===== config.mk =====
export PLATFORM = sky130hd
export DESIGN_NAME = touch_swipe_tap_detector
export DESIGN_NICKNAME = d
export VERILOG_FILES = /design/src/design/tstd_pkg.sv /design/src/design/tstd_classify.sv /design/src/design/tstd_out_buf.sv /design/src/design/touch_swipe_tap_detector.sv
export SDC_FILE = /design/constraint.sdc
export NUM_CORES = 1
export LEC_CHECK = 0
export BUFFER_PORTS_ARGS = -buffer_cell sky130_fd_sc_hd__buf_2
export CAP_MARGIN = 20
export CORE_MARGIN = 8
export CORE_UTILIZATION = 30
export DETAILED_ROUTE_END_ITERATION = 8
export PLACE_DENSITY = 0.48
export SLEW_MARGIN = 15
export SYNTH_ARGS = -nofsm -noshare
export SYNTH_HDL_FRONTEND = slang
export SYNTH_SLANG_ARGS = --single-unit

===== constraint.sdc =====
create_clock -name aclk -period 8.1 [get_ports aclk]
set_clock_uncertainty 0.15 [all_clocks]
set_input_delay 0.405 -clock aclk [delete_from_list [all_inputs] [get_ports aclk]]
set_output_delay 0.405 -clock aclk [all_outputs]
set_load 0.02 [all_outputs]

===== src/design/tstd_pkg.sv =====
// ----------------------------------------------------------------------------
// tstd_pkg: shared types and constants for the touch swipe/tap detector
// Gesture codes, configuration register indexes, register widths and
// reset values.
// ----------------------------------------------------------------------------
package tstd_pkg;

    // Gesture codes as reported on the result channel
    typedef enum logic [2:0] {
        GEST_NONE  = 3'd0,
        GEST_RIGHT = 3'd1,
        GEST_LEFT  = 3'd2,
        GEST_DOWN  = 3'd3,
        GEST_UP    = 3'd4,
        GEST_CLICK = 3'd5
    } gesture_t;

    localparam int GEST_W = 3;

    // Configuration register map
    localparam int CFG_IDX_W  = 2;
    localparam int CFG_DATA_W = 16;

    typedef enum logic [CFG_IDX_W-1:0] {
        CFG_SWIPE_MAX_MS   = 2'd0,
        CFG_SWIPE_MIN_DIST = 2'd1,
        CFG_CLICK_MAX_DIST = 2'd2
    } cfg_index_t;

    // Register widths
    localparam int TIME_W   = 32;
    localparam int MAX_MS_W = 16;
    localparam int DIST_W   = 12;

    // Register reset values
    localparam logic [MAX_MS_W-1:0] SWIPE_MAX_MS_RST   = 16'd500;
    localparam logic [DIST_W-1:0]   SWIPE_MIN_DIST_RST = 12'd30;
    localparam logic [DIST_W-1:0]   CLICK_MAX_DIST_RST = 12'd10;

endpackage


===== src/design/tstd_classify.sv =====
// ----------------------------------------------------------------------------
// tstd_classify: stroke classifier
// Combinational decision on release: duration check, dominant axis swipe,
// or click at the last point.
// ----------------------------------------------------------------------------
module tstd_classify
    import tstd_pkg::*;
#(
    parameter int COORD_BITS = 12
) (
    input  logic                  release_stroke,
    input  logic [TIME_W-1:0]     now_ms,
    input  logic [TIME_W-1:0]     start_time,
    input  logic [COORD_BITS-1:0] start_x,
    input  logic [COORD_BITS-1:0] start_y,
    input  logic [COORD_BITS-1:0] last_x,
    input  logic [COORD_BITS-1:0] last_y,
    input  logic [MAX_MS_W-1:0]   swipe_max_ms,
    input  logic [DIST_W-1:0]     swipe_min_dist,
    input  logic [DIST_W-1:0]     click_max_dist,
    output gesture_t              gesture,
    output logic [COORD_BITS-1:0] click_x,
    output logic [COORD_BITS-1:0] click_y
);

    // compare width covers both coordinate travel and threshold registers
    localparam int CMP_W = (COORD_BITS > DIST_W) ? COORD_BITS : DIST_W;

    logic [TIME_W-1:0]     duration;
    logic                  in_time;
    logic                  x_pos_dir;
    logic                  y_pos_dir;
    logic [COORD_BITS-1:0] adx;
    logic [COORD_BITS-1:0] ady;
    logic [CMP_W-1:0]      adx_w;
    logic [CMP_W-1:0]      ady_w;
    logic [CMP_W-1:0]      min_w;
    logic [CMP_W-1:0]      click_w;

    // wrapping duration and per-axis travel
    always_comb begin
        duration  = now_ms - start_time;
        in_time   = (duration <= {{(TIME_W-MAX_MS_W){1'b0}}, swipe_max_ms});
        x_pos_dir = (last_x > start_x);
        y_pos_dir = (last_y > start_y);
        adx       = x_pos_dir ? (last_x - start_x) : (start_x - last_x);
        ady       = y_pos_dir ? (last_y - start_y) : (start_y - last_y);
        adx_w     = CMP_W'(adx);
        ady_w     = CMP_W'(ady);
        min_w     = CMP_W'(swipe_min_dist);
        click_w   = CMP_W'(click_max_dist);
    end

    // gesture decision; coordinates only on a click
    always_comb begin
        gesture = GEST_NONE;
        click_x = '0;
        click_y = '0;
        if (release_stroke && in_time) begin
            if ((adx_w > ady_w) && (adx_w >= min_w)) begin
                gesture = x_pos_dir ? GEST_RIGHT : GEST_LEFT;
            end else if ((ady_w > adx_w) && (ady_w >= min_w)) begin
                gesture = y_pos_dir ? GEST_DOWN : GEST_UP;
            end else if ((adx_w < click_w) && (ady_w < click_w)) begin
                gesture = GEST_CLICK;
                click_x = last_x;
                click_y = last_y;
            end
        end
    end

endmodule


===== src/design/tstd_out_buf.sv =====
// ----------------------------------------------------------------------------
// tstd_out_buf: two-entry result buffer
// Output register plus skid register, so the input side keeps taking
// samples while one result waits for the consumer.
// ----------------------------------------------------------------------------
module tstd_out_buf #(
    parameter int DATA_W = 27
) (
    input  logic              aclk,
    input  logic              aresetn,
    input  logic              in_valid,
    output logic              in_ready,
    input  logic [DATA_W-1:0] in_data,
    output logic              out_valid,
    input  logic              out_ready,
    output logic [DATA_W-1:0] out_data
);

    logic              out_valid_reg;
    logic              skid_valid_reg;
    logic [DATA_W-1:0] out_data_reg;
    logic [DATA_W-1:0] skid_data_reg;
    logic              push;
    logic              pop;

    assign in_ready  = !skid_valid_reg;
    assign out_valid = out_valid_reg;
    assign out_data  = out_data_reg;
    assign push      = in_valid && !skid_valid_reg;
    assign pop       = out_valid_reg && out_ready;

    // control: skid fills only when the output register is held
    always_ff @(posedge aclk) begin
        if (!aresetn) begin
            out_valid_reg  <= 1'b0;
            skid_valid_reg <= 1'b0;
        end else if (!out_valid_reg || pop) begin
            if (skid_valid_reg) begin
                out_valid_reg  <= 1'b1;
                skid_valid_reg <= 1'b0;
            end else begin
                out_valid_reg  <= push;
            end
        end else if (push) begin
            skid_valid_reg <= 1'b1;
        end
    end

    // payload
    always_ff @(posedge aclk) begin
        if (!out_valid_reg || pop) begin
            out_data_reg <= skid_valid_reg ? skid_data_reg : in_data;
        end
        if (out_valid_reg && !pop && push) begin
            skid_data_reg <= in_data;
        end
    end

endmodule


===== src/design/touch_swipe_tap_detector.sv =====
// ----------------------------------------------------------------------------
// touch_swipe_tap_detector: swipe and tap gesture detector
// Classifies touch strokes from a stream of touch-controller samples.
// ----------------------------------------------------------------------------
// One result is produced for every accepted sample, in order. A sample is
// classified in the cycle it is transferred, against the stroke state held
// in registers; its result is registered in the output register, or in the
// skid register while a result is held. Throughput is one sample per clock;
// s_ready drops only when two results are waiting unread (output register
// and skid register both full). Configuration writes take effect once
// registered and are meant to happen while no results are outstanding.
// ----------------------------------------------------------------------------
module touch_swipe_tap_detector
    import tstd_pkg::*;
#(
    parameter int COORD_BITS = 12
) (
    input  logic                  aclk,
    input  logic                  aresetn,
    // configuration write port
    input  logic                  cfg_wr_en,
    input  logic [CFG_IDX_W-1:0]  cfg_index,
    input  logic [CFG_DATA_W-1:0] cfg_wdata,
    // sample channel
    input  logic                  s_valid,
    output logic                  s_ready,
    input  logic                  s_touched,
    input  logic [COORD_BITS-1:0] s_pos_x,
    input  logic [COORD_BITS-1:0] s_pos_y,
    input  logic [TIME_W-1:0]     s_now_ms,
    // result channel
    output logic                  m_valid,
    input  logic                  m_ready,
    output logic [GEST_W-1:0]     m_gesture,
    output logic [COORD_BITS-1:0] m_click_x,
    output logic [COORD_BITS-1:0] m_click_y
);

    localparam int RES_W = GEST_W + 2 * COORD_BITS;

    logic [MAX_MS_W-1:0]   swipe_max_ms_reg;
    logic [DIST_W-1:0]     swipe_min_dist_reg;
    logic [DIST_W-1:0]     click_max_dist_reg;

    logic                  tracking_reg;
    logic [COORD_BITS-1:0] start_x_reg;
    logic [COORD_BITS-1:0] start_y_reg;
    logic [COORD_BITS-1:0] last_x_reg;
    logic [COORD_BITS-1:0] last_y_reg;
    logic [TIME_W-1:0]     start_time_reg;

    logic                  sample_xfer;
    gesture_t              gesture;
    logic [COORD_BITS-1:0] click_x;
    logic [COORD_BITS-1:0] click_y;
    logic [RES_W-1:0]      res_data;
    logic [RES_W-1:0]      out_data;

    assign sample_xfer = s_valid && s_ready;

    // configuration registers
    always_ff @(posedge aclk) begin
        if (!aresetn) begin
            swipe_max_ms_reg   <= SWIPE_MAX_MS_RST;
            swipe_min_dist_reg <= SWIPE_MIN_DIST_RST;
            click_max_dist_reg <= CLICK_MAX_DIST_RST;
        end else if (cfg_wr_en) begin
            case (cfg_index)
                CFG_SWIPE_MAX_MS:   swipe_max_ms_reg   <= cfg_wdata;
                CFG_SWIPE_MIN_DIST: swipe_min_dist_reg <= cfg_wdata[DIST_W-1:0];
                CFG_CLICK_MAX_DIST: click_max_dist_reg <= cfg_wdata[DIST_W-1:0];
                default: ;
            endcase
        end
    end

    // stroke state: start on first touch, follow while touched, end on release
    always_ff @(posedge aclk) begin
        if (!aresetn) begin
            tracking_reg   <= 1'b0;
            start_x_reg    <= '0;
            start_y_reg    <= '0;
            last_x_reg     <= '0;
            last_y_reg     <= '0;
            start_time_reg <= '0;
        end else if (sample_xfer) begin
            if (s_touched) begin
                last_x_reg <= s_pos_x;
                last_y_reg <= s_pos_y;
                if (!tracking_reg) begin
                    tracking_reg   <= 1'b1;
                    start_x_reg    <= s_pos_x;
                    start_y_reg    <= s_pos_y;
                    start_time_reg <= s_now_ms;
                end
            end else begin
                tracking_reg <= 1'b0;
            end
        end
    end

    // classification of the current sample
    tstd_classify #(
        .COORD_BITS (COORD_BITS)
    ) u_classify (
        .release_stroke (!s_touched && tracking_reg),
        .now_ms         (s_now_ms),
        .start_time     (start_time_reg),
        .start_x        (start_x_reg),
        .start_y        (start_y_reg),
        .last_x         (last_x_reg),
        .last_y         (last_y_reg),
        .swipe_max_ms   (swipe_max_ms_reg),
        .swipe_min_dist (swipe_min_dist_reg),
        .click_max_dist (click_max_dist_reg),
        .gesture        (gesture),
        .click_x        (click_x),
        .click_y        (click_y)
    );

    assign res_data = {gesture, click_x, click_y};

    // result register with skid
    tstd_out_buf #(
        .DATA_W (RES_W)
    ) u_out_buf (
        .aclk      (aclk),
        .aresetn   (aresetn),
        .in_valid  (s_valid),
        .in_ready  (s_ready),
        .in_data   (res_data),
        .out_valid (m_valid),
        .out_ready (m_ready),
        .out_data  (out_data)
    );

    assign m_gesture = out_data[RES_W-1 -: GEST_W];
    assign m_click_x = out_data[2*COORD_BITS-1 -: COORD_BITS];
    assign m_click_y = out_data[COORD_BITS-1:0];

endmodule


==> run_results.csv, run 1 <==
group,metric,value,unit
synthesis,synth_commonest_cells,"nand2_1, ha_1, inv_1, dfxtp_1, a21boi_0",
routing,num_vias,10700,
power,p_per_area,194,mW/mm^2
clock_tree,cts_tree,"yes",
synthesis,yosysSeqAreaShare,32.3,%
synthesis,async_reset_ff_share,0,%
critical_path,cp_common_cell,"a21oi_1",
placed_design,io_buffers,108,
die,core-area,0.0418,sq mm
placed_design,place.gp.congestion,0.873,
critical_path,rr_startpoint,"last_x_reg[0]",
critical_path,crit_chain,"inv_1, ha_1, inv_1, fa_1, a211oi_1, o21a_1, or4_1, a21oi_1, buf_4, mux2_2, o21ai_0, a41oi_1, o21ai_0, a21oi_1, xnor2_1, ha_1, a21oi_1, a21boi_0, a2111oi_0, o211ai_1, nand4_1, nor4b_4, buf_4, a31o_1",
power,p_leak,5.81,nW
global_route,grt_usage,14.6,%
global_route,gr-total-overflow,0,
timing,setup_viol,0,
clock_tree,postCtsHoldBufs,0,
layout,filler_cell_count,4458,
clock_tree,postCtsSetupBuffers,0,
die,die-height,221,um
global_route,grt_max_degree,118,
layout,fin_cells,2149,
synthesis,synth_top_area_cell,"dfxtp_1",
synthesis,synth_seq_cells,177,
placed_design,dp_hpwl,27600,um
timing,slew_headroom,39.8,%
timing,setup_slack,1.71,ns
timing,hold_slack,0.0395,ns
critical_path,startpoint_type,"flip-flop",
layout,largest_reg_flops,32,
die,fp.dieW,221,um
critical_path,cp.required,8.17,ns
synthesis,synth_top_area_share,19.4,%
routing,routed_wl,36100,um
critical_path,crit_path_end_kind,"flip-flop",
synthesis,avgSynthCellArea,8.29,sq um
synthesis,synthFlopType,"dfxtp_1",
critical_path,crit_type,"reg2reg",
routing,wl_per_cell,16.8,um
power,peakVddDrop,0.138,mV
critical_path,reg2reg_depth,24,
synthesis,synth.most_common_cell,"nand2_1",
synthesis,synth_edf_count,54,
clock_tree,clkTransAtPathRegs,0.07,ns
clock_tree,h-tree-depth,4,
clock_tree,root_buffer,"clkbuf_16",
clock_tree,clkLatencyLatePin,0.47,ns
synthesis,synthDistinctLibCells,67,
critical_path,cp_slowest_cell,"a2111oi_0",
layout,final_nets,1832,
placed_design,dp_cells,2115,
routing,firstDrtPassIters,5,
critical_path,critical_path.max_fanout,48,
synthesis,synth_cells,1527,
layout,area_delta_synth_final,13.0,%
layout,drive_above_1_share,11.3,%
critical_path,regToRegSetupSlack,1.71,ns
timing,fin_crit,6.39,ns
routing,vias_per_cell,4.96,
synthesis,yosys_warnings,0,
timing,fin_crit_sh,78.9,%
die,initial_utilization,30.3,%
layout,fin_area,0.0143,sq mm
timing,fin_tns_setup,0,ns
critical_path,r2r-end,"u_out_buf.out_data[0]",
timing,hold_viol,0,
timing,final_max_slew_viol_count,0,
run,maxCapViolCount,0,
clock_tree,clockBufferDepth,2,
global_route,antenna_found_initial,2,
routing,postRouteAntennaNets,0,
die,dieArea,0.0490,sq mm
timing,tightest_slew,0.901,ns
clock_tree,cts_buffers,17,
critical_path,cp.arrival,6.45,ns
routing,drc,0,
synthesis,syn_nets,1763,
global_route,grt_pass1_vias,10600,
outcome,status,"completed",
synthesis,syn_area,0.0127,sq mm
placed_design,post_dp_cell_area,0.0137,sq mm
worst_hold_path,hold_path_class,"in2reg",
critical_path,worstSetupStartpoint,"last_x_reg[0]",
critical_path,crit_end,"u_out_buf.out_data[0]",
critical_path,crit_path_max_incr_delay,0.56,ns
timing,rsz0062_at_grt,"no",
routing,detail_route.iter0.violations,517,
timing,fmax,156,MHz
synthesis,yosys-top-cells-area,"dfxtp_1, ha_1, edfxtp_1",
clock_tree,cts_sinks,177,
clock_tree,cts_resized,0,
die,io-pin-count,109,
die,rows,75,
global_route,grt_pass1_wl,58000,um
placed_design,post-place-ws,1.74,ns
==> worst min path at each step <==
stage / endpoint / slack (ns) / depth (start not counted) / from
after floorplan: click_max_dist_reg[11] / 0.29 / 2 / click_max_dist_reg[11]
after global placement: start_time_reg[16] / 0.30 / 2 / start_time_reg[16]
after detailed placement: start_time_reg[11] / 0.31 / 2 / start_time_reg[11]
after CTS: swipe_min_dist_reg[3] / 0.006 / 2 / aresetn
after global routing: swipe_min_dist_reg[2] / 0.02 / 2 / aresetn
final: click_max_dist_reg[3] / 0.04 / 2 / aresetn
==> layer usage <==
| metal | GRT usage [%] | up-vias | part of all wire, % |
|---|---|---|---|
| met3 | 2.70 | 38 | 3.4 |
| li1 | - | 5429 | - |
| met5 | 0 | - | 0.036 |
| met2 | 25.6 | 180 | 49 |
| met4 | 4.43 | 2 | 1.9 |
| met1 | 18.0 | 5010 | 46 |
==> final cells by class <==
class / instances / area [sq um] / area share (%)
Timing Repair Buffer: 121 / 661 / 4.62
Multi-Input combinational cell: 1139 / 7800 / 54.5
Tap cell: 539 / 674 / 4.72
Inverter: 140 / 526 / 3.67
Clock inverter: 12 / 108 / 0.752
Antenna cell: 1 / 2.50 / 0.0175
Clock buffer: 20 / 447 / 3.12
Sequential cell: 177 / 4080 / 28.6
==> per-stage QoR <==
stage	util, %	total power, mW
after global placement	32.8	1.97
final	34.2	2.77
after CTS	34.2	2.80
after global routing	34.2	2.97
after detailed placement	32.8	1.98
after floorplan	-	1.69
==> cells in the final DEF (no fill, tap or decap), drive strengths merged, types with 14 or more instances in the layout <==
master / Yosys / layout
nand2: 294 / 294
ha: 151 / 151
inv: 140 / 144
dfxtp: 123 / 123
buf: 11 / 121
a21boi: 114 / 114
a21oi: 87 / 87
edfxtp: 54 / 54
and2: 53 / 53
o21ai: 49 / 49
nor2: 44 / 44
xnor2: 26 / 26
o211ai: 25 / 25
a31o: 24 / 24
a21o: 23 / 23
nand4: 23 / 23
nand3: 21 / 21
clkbuf: 60 / 20
xor2: 17 / 17
mux2i: 15 / 15
nor3: 14 / 14
==> cell families after synthesis <==
logic type,share of synthesized area (%)
buf+inv,6.44
xor+xnor,2.97
simple gates,19.0
mux,2.25
fa+ha+maj,15.7
compound gates,21.4
flops,32.3
==> where the power goes <==
| group | switching [mW] | total (mW) | leakage (nW) | internal [mW] |
|---|---|---|---|---|
| registers | 0.0246 | 0.968 | 1.62 | 0.944 |
| clock network | 0.377 | 0.810 | 0.269 | 0.433 |
| logic | 0.589 | 0.991 | 3.92 | 0.401 |
| total | 0.991 | 2.77 | 5.81 | 1.78 |
==> worst max-delay path: cells and delay by family (launching register included) <==
kind | cells | cell delay [ns]
DFF | 1 | 0.40
and+or+nand+nor | 3 | 0.80
adders and majority gates | 3 | 0.74
xor gates and xnor gates | 1 | 0.43
muxes | 1 | 0.38
AOI/OAI and AO/OA | 12 | 2.50
buffers and inverters | 4 | 0.68
No activity file was read; power rests on OpenSTA's default activity.
==> run 2: changes to the inputs <==
==> constraint.sdc (replaced) <==
create_clock -name aclk -period 6.62 [get_ports aclk]
set_clock_uncertainty 0.15 [all_clocks]
set_input_delay 0.331 -clock aclk [delete_from_list [all_inputs] [get_ports aclk]]
set_output_delay 0.331 -clock aclk [all_outputs]
set_load 0.02 [all_outputs]
==> run_results.csv, run 2 (synthesized netlist as in run 1, its figures left out) <==
group,metric,value,unit
outcome,status,"completed",
routing,num_vias,10800,
critical_path,reg2reg_depth,24,
die,dieArea,0.0490,sq mm
critical_path,r2r-end,"u_out_buf.out_data[6]",
clock_tree,cts_tree,"yes",
timing,hold_viol,0,
routing,postRouteAntennaNets,0,
worst_hold_path,holdPathEnd,"start_time_reg[29]",
layout,layout_common_cells,"nand2_1, ha_1, inv_1, dfxtp_1, a21boi_0",
power,p_leak,6.12,nW
timing,fin_crit_sh,90.2,%
global_route,grt_pass1_vias,10900,
die,initial_utilization,30.3,%
timing,fin_tns_setup,0,ns
worst_hold_path,min_from,"s_now_ms[29]",
critical_path,crit_path_end_kind,"flip-flop",
critical_path,startpoint_type,"flip-flop",
die,die-height,221,um
placed_design,post_dp_cell_area,0.0137,sq mm
layout,final_core_util,36.0,%
critical_path,regToRegSetupSlack,0.65,ns
die,io-pin-count,109,
power,p_per_area,230,mW/mm^2
layout,drive_above_1_share,10.9,%
layout,n_antenna_cell,0,
timing,final_max_slew_viol_count,0,
routing,drc,0,
critical_path,critical_path.max_fanout,48,
timing,fmax,167,MHz
timing,hold_slack,0.0113,ns
layout,mostFrequentLayoutCell,"nand2_1",
die,rows,75,
routing,vias_per_cell,4.88,
routing,detail_route.iter0.violations,547,
routing,firstDrtPassIters,5,
critical_path,rr_startpoint,"last_x_reg[0]",
placed_design,io_buffers,108,
clock_tree,h-tree-depth,4,
global_route,gr-total-overflow,0,
clock_tree,clkTransAtPathRegs,0.07,ns
worst_hold_path,min_path_cells,3,
clock_tree,clockBufferDepth,2,
timing,tightest_slew,0.864,ns
clock_tree,root_buffer,"clkbuf_16",
global_route,grt_pass1_wl,58500,um
routing,routed_wl,36300,um
clock_tree,postCtsSetupBuffers,0,
placed_design,dp_hpwl,27800,um
run,maxCapViolCount,0,
timing,slew_headroom,42.2,%
clock_tree,cts_sinks,177,
layout,final_nets,1900,
layout,fin_area,0.0150,sq mm
timing,rsz0062_at_grt,"no",
layout,area_delta_synth_final,18.8,%
layout,largest_reg_flops,32,
global_route,antenna_found_initial,1,
worst_hold_path,hold_path_class,"in2reg",
power,peakVddDrop,0.175,mV
timing,setup_viol,0,
timing,fin_crit,5.97,ns
clock_tree,clkLatencyLatePin,0.46,ns
routing,wl_per_cell,16.4,um
power,p_total,3.46,mW
critical_path,crit_type,"reg2reg",
global_route,grt_usage,14.6,%
critical_path,cp.required,6.80,ns
global_route,grt_max_degree,124,
die,core-area,0.0418,sq mm
placed_design,place.gp.congestion,0.873,
critical_path,cp.arrival,6.15,ns
clock_tree,cts_buffers,17,
die,fp.dieW,221,um
## run 2: cell types whose count changed in the layout (fill, tap and decap cells not counted), sizes merged
| cell | change |
|---|---|
| dlygate4sd3 | +68 |
| inv | -3 |
| clkinvlp | -1 |
| clkbuf | +5 |
| clkinv | -1 |
| diode | -1 |
## run 2: how the worst max path moves through the flow
stage | start | to | slack (ns) | cells past startpoint
global route | last_x_reg[0] | u_out_buf.out_data[2] | 0.08 | 24
CTS | last_x_reg[0] | u_out_buf.out_data[16] | 0.44 | 24
global placement | last_x_reg[0] | u_out_buf.out_data[13] | 0.66 | 21
finish | last_x_reg[0] | u_out_buf.out_data[6] | 0.65 | 24
detailed placement | last_x_reg[0] | u_out_buf.out_data[16] | 0.47 | 24
floorplan | start_x_reg[3] | u_out_buf.skid_data_reg[10] | 0.90 | 23
## run 2: metrics by stage
stage | std cells | setup WS, ns
floorplan | 1527 | 0.898
global placement | 2115 | 0.662
detailed placement | 2115 | 0.471
CTS | 2215 | 0.441
global route | 2216 | 0.0848
finish | 2216 | 0.650
## run 2: repair_timing
item                       4_1_cts  5_1_grt
hold buffers                    68        0
gates resized for setup          0        2
setup endpoints to repair        0       54
hold endpoints to repair       109        0
## run 2: area by class of cell
| class | count | area (sq um) |
|---|---|---|
| Sequential cell | 177 | 4080 |
| Multi-Input combinational cell | 1139 | 7810 |
| Tap cell | 539 | 674 |
| Fill cell | 4350 | 26700 |
| Inverter | 140 | 526 |
| Clock buffer | 25 | 518 |
| Clock inverter | 7 | 73.8 |
| Timing Repair Buffer | 189 | 1350 |
## run 2: worst max-delay path, cell delays in order, from the launching register on
cell	delay, ns
dfxtp_1	0.39
inv_1	0.06
ha_1	0.17
inv_1	0.08
fa_1	0.22
a211oi_1	0.08
o21a_1	0.19
or4_1	0.50
a21oi_1	0.20
buf_4	0.24
mux2_2	0.37
a21bo_2	0.21
a31oi_1	0.24
o21ai_1	0.14
a31oi_1	0.21
xnor2_1	0.24
ha_1	0.32
a21o_1	0.15
a21oi_1	0.15
nor2b_1	0.06
a2111oi_0	0.37
nand4_1	0.27
nor4b_4	0.33
buf_12	0.25
a31o_1	0.18
## run 2: power breakdown
| part | internal [mW] | leakage (nW) | total, mW | switching, mW |
|---|---|---|---|---|
| clock network | 0.585 | 0.288 | 1.03 | 0.447 |
| registers | 1.15 | 1.62 | 1.18 | 0.0288 |
| logic | 0.523 | 4.21 | 1.25 | 0.724 |
| total | 2.26 | 6.12 | 3.46 | 1.20 |
## run 2: layer usage
layer | GRT usage (%) | up-vias | wire (um)
met2 | 25.7 | 162 | 17700
li1 | - | 5561 | -
met1 | 17.9 | 5052 | 16700
met3 | 2.82 | 43 | 1170
met4 | 4.36 | 2 | 694
met5 | 0 | - | 13
